--- src/hdl/kri_pkg.sv ---
// Package for the keyframe record and interpolate block.
// Holds command and event codes, the frame record type and the sequencer states.
// No dependencies.
package kri_pkg;

  // Command codes carried by in_mode.
  typedef enum logic [2:0] {
    MODE_REC_START  = 3'd0,
    MODE_REC_STOP   = 3'd1,
    MODE_TICK       = 3'd2,
    MODE_CAPTURE    = 3'd3,
    MODE_PLAY_START = 3'd4,
    MODE_PLAY_STOP  = 3'd5,
    MODE_SEEK       = 3'd6,
    MODE_NONE       = 3'd7
  } kri_mode_t;

  // Result event codes.
  typedef enum logic [1:0] {
    EVT_UPDATE   = 2'd0,
    EVT_FINISHED = 2'd1,
    EVT_REFUSED  = 2'd2,
    EVT_ACCEPTED = 2'd3
  } kri_event_t;

  // Configuration register indexes.
  localparam logic CFG_INTERVAL = 1'b0;
  localparam logic CFG_SPEED    = 1'b1;

  localparam logic [31:0] INTERVAL_RST = 32'd6554;
  localparam logic [11:0] SPEED_RST    = 12'd256;
  localparam logic [11:0] SPEED_MIN    = 12'd26;
  localparam logic [11:0] SPEED_MAX    = 12'd2560;

  // Number of interpolated fields that go through the shared multiplier.
  localparam int NUM_LERP = 8;

  // One stored frame.
  typedef struct packed {
    logic [31:0] stamp;
    logic [31:0] x;
    logic [31:0] y;
    logic [31:0] z;
    logic [31:0] pitch;
    logic [31:0] yaw;
    logic [31:0] roll;
    logic [14:0] battery;
    logic [15:0] signal;
    logic [7:0]  waypoint;
  } kri_frame_t;

  // Sequencer states.
  typedef enum logic [3:0] {
    ST_IDLE,
    ST_MUL,
    ST_ADDT,
    ST_SRCH,
    ST_SCMP,
    ST_RDA,
    ST_RDB,
    ST_RDC,
    ST_DIV,
    ST_LERP,
    ST_EMIT
  } kri_state_t;

endpackage

--- src/hdl/kri_div.sv ---
// Restoring divider that yields a 16-bit fraction of num over den, one bit a cycle.
// Requires num below den. Depends on kri_pkg only by convention of the project.
module kri_div
  import kri_pkg::*;
(
  input  logic        clk,
  input  logic        rst_n,
  input  logic        start,
  input  logic [31:0] num,
  input  logic [31:0] den,
  output logic        done,
  output logic [15:0] quo
);

  logic        active_r;
  logic [3:0]  cnt_r;
  logic [32:0] rem_r;
  logic [31:0] den_r;
  logic [15:0] quo_r;
  logic        done_r;
  logic [32:0] shl;

  assign shl  = {rem_r[31:0], 1'b0};
  assign done = done_r;
  assign quo  = quo_r;

  // Control state.
  always_ff @(posedge clk) begin
    if (!rst_n) begin
      active_r <= 1'b0;
      done_r   <= 1'b0;
      cnt_r    <= '0;
    end else begin
      done_r <= 1'b0;
      if (start) begin
        active_r <= 1'b1;
        cnt_r    <= '0;
      end else if (active_r) begin
        cnt_r <= cnt_r + 4'd1;
        if (cnt_r == 4'd15) begin
          active_r <= 1'b0;
          done_r   <= 1'b1;
        end
      end
    end
  end

  // One quotient bit per cycle.
  always_ff @(posedge clk) begin
    if (start) begin
      rem_r <= {1'b0, num};
      den_r <= den;
      quo_r <= '0;
    end else if (active_r) begin
      if (shl >= {1'b0, den_r}) begin
        rem_r <= shl - {1'b0, den_r};
        quo_r <= {quo_r[14:0], 1'b1};
      end else begin
        rem_r <= shl;
        quo_r <= {quo_r[14:0], 1'b0};
      end
    end
  end

endmodule

--- config.mk ---
export PLATFORM = sky130hd
export DESIGN_NAME = kri_div
export DESIGN_NICKNAME = d
export VERILOG_FILES = /design/src/hdl/kri_pkg.sv /design/src/hdl/kri_div.sv
export SDC_FILE = /design/constraint.sdc
export NUM_CORES = 1
export LEC_CHECK = 0
export ABC_AREA = 1
export BUFFER_PORTS_ARGS = -buffer_cell sky130_fd_sc_hd__clkbuf_2
export CAP_MARGIN = 20
export CORE_MARGIN = 4
export CORE_UTILIZATION = 33
export CTS_BUF_LIST = sky130_fd_sc_hd__clkbuf_4
export DETAILED_ROUTE_END_ITERATION = 8
export RECOVER_POWER = 50
export SYNTH_ARGS = -nofsm -noshare
export SYNTH_HDL_FRONTEND = slang
export SYNTH_SLANG_ARGS = --single-unit
--- constraint.sdc ---
create_clock -name clk -period 6.46 [get_ports clk]
set_input_delay 0.969 -clock clk [delete_from_list [all_inputs] [get_ports clk]]
set_output_delay 0.969 -clock clk [all_outputs]
set_load 0.02 [all_outputs]
## Word level (Yosys, flattened, before mapping)

Cells that the tools add are included.
W data, S select, Z words.

| storage, ports and cells | value |
|---|---|
| bits in read-only memories | 0 |
| memories | 0 |
| output and inout port bits | 17 |
| flip-flop bits (word level) | 86 |
| input port bits | 67 |
| word-level logic and storage cells | 23 |
| bits in latches | 0 |
| memory bits (writable) | 0 |

| cells by class | value |
|---|---|
| order comparisons | 1 |
| bitwise logic cells | 2 |
| equal/unequal tests | 1 |
| reduce and logical (&&, ||, !) cells | 3 |
| add/subtract/negate cells | 2 |
| divide/modulo/power cells | 0 |
| shift-type cells | 0 |
| $mul | 0 |
| muxes and demuxes | 8 |

Operators by type and width:

| cell | count |
|---|---|
| $mux W32 | 3 |
| $ge A33 B32 Y1 | 1 |
| $sub A32 B32 Y32 | 1 |
| $mux W1 | 5 |
| $add A4 B1 Y4 const B | 1 |
| $eq A4 B4 Y1 const B | 1 |
| $reduce_or A3 Y1 | 1 |
| $not A1 Y1 | 2 |
| $reduce_bool A2 Y1 | 1 |
| $reduce_or A2 Y1 | 1 |

## Longest topological paths before layout

| depth | value |
|---|---|
| word-level depth | 4 |
| depth in mapped cells | 17 |

## Worst setup path after synthesis

Ideal clock, no wire load.

| timing path | value |
|---|---|
| path kind | input-to-reg |
| start point | input start |
| end point | register rem_r[0] (enable) |
| path buffers | 2 |
| slack | 3548 ps |
| data arrival time | 2503 ps |
| required time | 6051 ps |
| stages | 4 |
| cell sequence | clkbuf_1 nor2_1 inv_1 buf_1 |

| between the ends | value |
|---|---|
| longest elaborated chain between the ends | 1 |

RTL lines:

| element | RTL line | source |
|---|---|---|
| start, declared | kri_div.sv:8 | `input logic start,` |
| $reduce_bool A2 Y1 (no line) | n/a |  |
| end signal, assigned | kri_div.sv:51 | `rem_r <= {1'b0, num};` |
| end signal, assigned | kri_div.sv:56 | `rem_r <= shl - {1'b0, den_r};` |
| end signal, assigned | kri_div.sv:59 | `rem_r <= shl;` |
| end, declared | kri_div.sv:17 | `logic [32:0] rem_r;` |

No other way between the ends.
A chain may end at the register's enable or synchronous reset.

## Worst setup path in the final report

| timing path | value |
|---|---|
| start point | register rem_r[18] |
| end point | register rem_r[26], data pin |

| between the ends | value |
|---|---|
| longest elaborated chain between the ends | 4 |
| elaborated cells on any way between the ends | 5 |

RTL lines:

| element | RTL line | source |
|---|---|---|
| $sub A32 B32 Y32 / $ge A33 B32 Y1 (equally long branches) | kri_div.sv:56, kri_div.sv:55 |  |
| $mux W32 * | kri_div.sv:55 | `if (shl >= {1'b0, den_r}) begin` |
| $mux W32 * | kri_div.sv:54 | `end else if (active_r) begin` |
| $mux W32 * | kri_div.sv:50 | `if (start) begin` |

Mark *: on every way between the ends. The rest lies on a longest branch, timed or not. The select of a mux whose other input is x is not followed.

==> flow_summary.toml <==
[clock_network]
clk_pin_slew_ns = 0.17
cts_tree = "built"
clk_latency_ns = 0.50
post-cts-setup-buffer-count = 0
htree_num_levels = 3
cts_hold_buf = 0
clock-root-buffer = "clkbuf_4"
clockBufferDepth = 2
clkSinkCount = 86
numCtsBuffers = 9
cts_resized = 0

[sta]
finClkSkew_ns = 0.03307
rsz0062_at_grt = "no"
min_period_ns = 2.984
whs_ns = 0.4775
drv_slew = 0
setup_tns_ns = 0
slew_headroom_pct = 31.67
max_freq_mhz = 335.1
finalCritPeriodShare_pct = 46.19
finalSetupViolCount = 0
hold_viol = 0
fin_ws_ns = 3.476
worst_pin_slew_ns = 1.023

[yosys]
syn_inst = 903
synth_edf_count = 64
synth_common_cells = "331 x nand2_1, 183 x inv_1, 68 x nand3_1, 64 x edfxtp_1, 44 x nor2_1"
yosys.area.top_type_share_pct = 30.56
synthTopCellsByArea = "edfxtp_1 31%, nand2_1 20%, inv_1 11%, dfxtp_1 7.0%, ha_1 6.6%"
synth.avg_cell_area_um2 = 6.965
ys_ff_latch = 86
yosys_warnings = 0
yosysUniqueCellTypes = 35
yosysTopAreaCell = "edfxtp_1"
ys_seq_area_share_pct = 37.56
syn-cell-area_um2 = 6290
async_reset_ff_share_pct = 0
synth_nets = 1004
yosysMostFrequentCell = "nand2_1"
synth_ff_type = "edfxtp_1"

[run_status]
status = "completed"

[global_routing]
grt_pass1_vias = 5552
gr-total-overflow = 0
grt_max_degree = 68
antenna_found_initial = 1
grt_usage_pct = 15.50
grt_pass1_wl_mm = 27.05

[worst_setup_path]
crit_path_end_kind = "flip-flop"
path_buf_inv = 1
cp.arrival_ns = 3.35
cp_slowest_cell = "nor2_4"
crit_type = "reg2reg"
cp_cell_sequence = "ha_1 -> nand2_2 -> inv_2 -> nand2_1 -> nand2_1 -> nand2_1 -> nand2_1 -> nand2_1 -> nand2_1 -> nor2_4 -> nand2_8 -> nand3_1 -> nand2_1 -> nand2_1"
critPathRequiredTime_ns = 6.83
crit_path_max_incr_delay_ns = 0.78
cp-start-kind = "flip-flop"
cp_max_fo = 33
path_delay_family = "simple AND/OR/NAND/NOR gates"
path_common_cell = "nand2_1"

[power_and_ir_drop]
total_power_mw = 1.963
irDropWorstVdd_mv = 0.1045
leakagePower_nw = 3.689
p_per_area_nw_per_um2 = 278.6

[drt]
vias = 5560
firstDrtPassIters = 4
drt_iter0_drc = 302
drt-total-wl_mm = 16.26
ant_nets = 0
post_drt_via_cell_ratio = 4.554
drc = 0
wl_per_cell_um = 13.32

[place]
dp_cells = 1203
hpwl_mm = 12.41
gp_congestion = 0.8959
portBuffers = 83
pre_cts_ws_ns = 2.459

[final_layout]
fillCellCount = 2033
area_growth_pct = 12.02
drive_gt1_share_pct = 12.27
final_nets = 1082
instances_no_fill = 1221

[die]
start_util_pct = 33.63
core_um2 = 18710
dieArea_um2 = 21330
dieWidth_um = 146.1
rows = 50
io_pins = 84
die_y_um = 146.1

[run]
drv_cap = 0

[min_path]
hold_class = "reg2reg"
==> layer usage <==
layer	GRT usage (%)	up-vias	routed length [um]	part of all wire [%]
met3	3.445	16	732	4.5
met5	0	-	0	0
met4	4.280	0	244	1.5
met2	25.49	102	7284	45
li1	-	2961	-	-
met1	20.65	2481	8000	49
==> cell usage in the layout (no fill, tap or decap), drive strengths merged, types with 2 or more instances in the layout <==
cell    count
nand2     342
inv       193
clkbuf     92
nand3      75
edfxtp     64
nor2       52
ha         33
nand3b     25
a21oi      23
dfxtp      22
o22ai      14
xnor2      13
nand4       8
o21ai       7
and2        5
nor3        5
o21bai      3
buf         3
o21a        2
clkinv      2
==> sequential cells by signal, summed over array words and instances (netlist names) <==
signal	cells
den_r	32
active_r	1
quo	16
cnt_r	4
done	1
rem_r	32
==> through the flow <==
step,utilization [%],instance area (um2)
detailed placement,36.87,6897
CTS,37.60,7033
floorplan,-,6290
finish,37.67,7046
global placement,36.87,6897
global route,37.67,7046
==> tightest hold or removal path: stages (launching register included) <==
cell and delay, ns:
dfxtp_1 0.35, inv_1 0.06, a21oi_1 0.05
==> cells by family after synthesis <==
family	count (synthesis)	synth area share, %
AOI/OAI and AO/OA	49	4.436
xor gates and xnor gates	14	1.950
adders and majority gates	34	6.883
buffers and inverters	207	13.07
DFF	86	37.56
and+or+nand+nor	513	36.11
==> final timing paths <==
kind                         startpoint                    end  slack, ns  cells after the start
hold reg to reg   cnt_r[3]$_SDFFE_PP0P_  cnt_r[3]$_SDFFE_PP0P_       0.48                      2
setup / recovery    rem_r[18]$_DFFE_PP_    rem_r[26]$_DFFE_PP_       3.48                     14
setup reg to reg    rem_r[18]$_DFFE_PP_    rem_r[26]$_DFFE_PP_       3.48                     14
hold / removal    cnt_r[3]$_SDFFE_PP0P_  cnt_r[3]$_SDFFE_PP0P_       0.48                      2
==> final cells by class <==
class / count / area (um2) / share of cell area [%]
Inverter: 188 / 705.7 / 10.02
Multi-Input combinational cell: 610 / 3105 / 44.08
Sequential cell: 86 / 2362 / 33.53
Antenna cell: 1 / 2.502 / 0.03552
Tap cell: 234 / 292.8 / 4.156
Timing Repair Buffer: 86 / 440.4 / 6.251
Clock inverter: 7 / 68.82 / 0.9767
Clock buffer: 9 / 67.56 / 0.9590
==> where the power goes <==
part / switching (mW) / internal, mW / total, mW
Combinational: 0.599 / 0.332 / 0.932
Sequential: 0.0323 / 0.677 / 0.710
Clock: 0.229 / 0.0922 / 0.321
Total: 0.861 / 1.10 / 1.96
(Power assumes the default switching activity.)
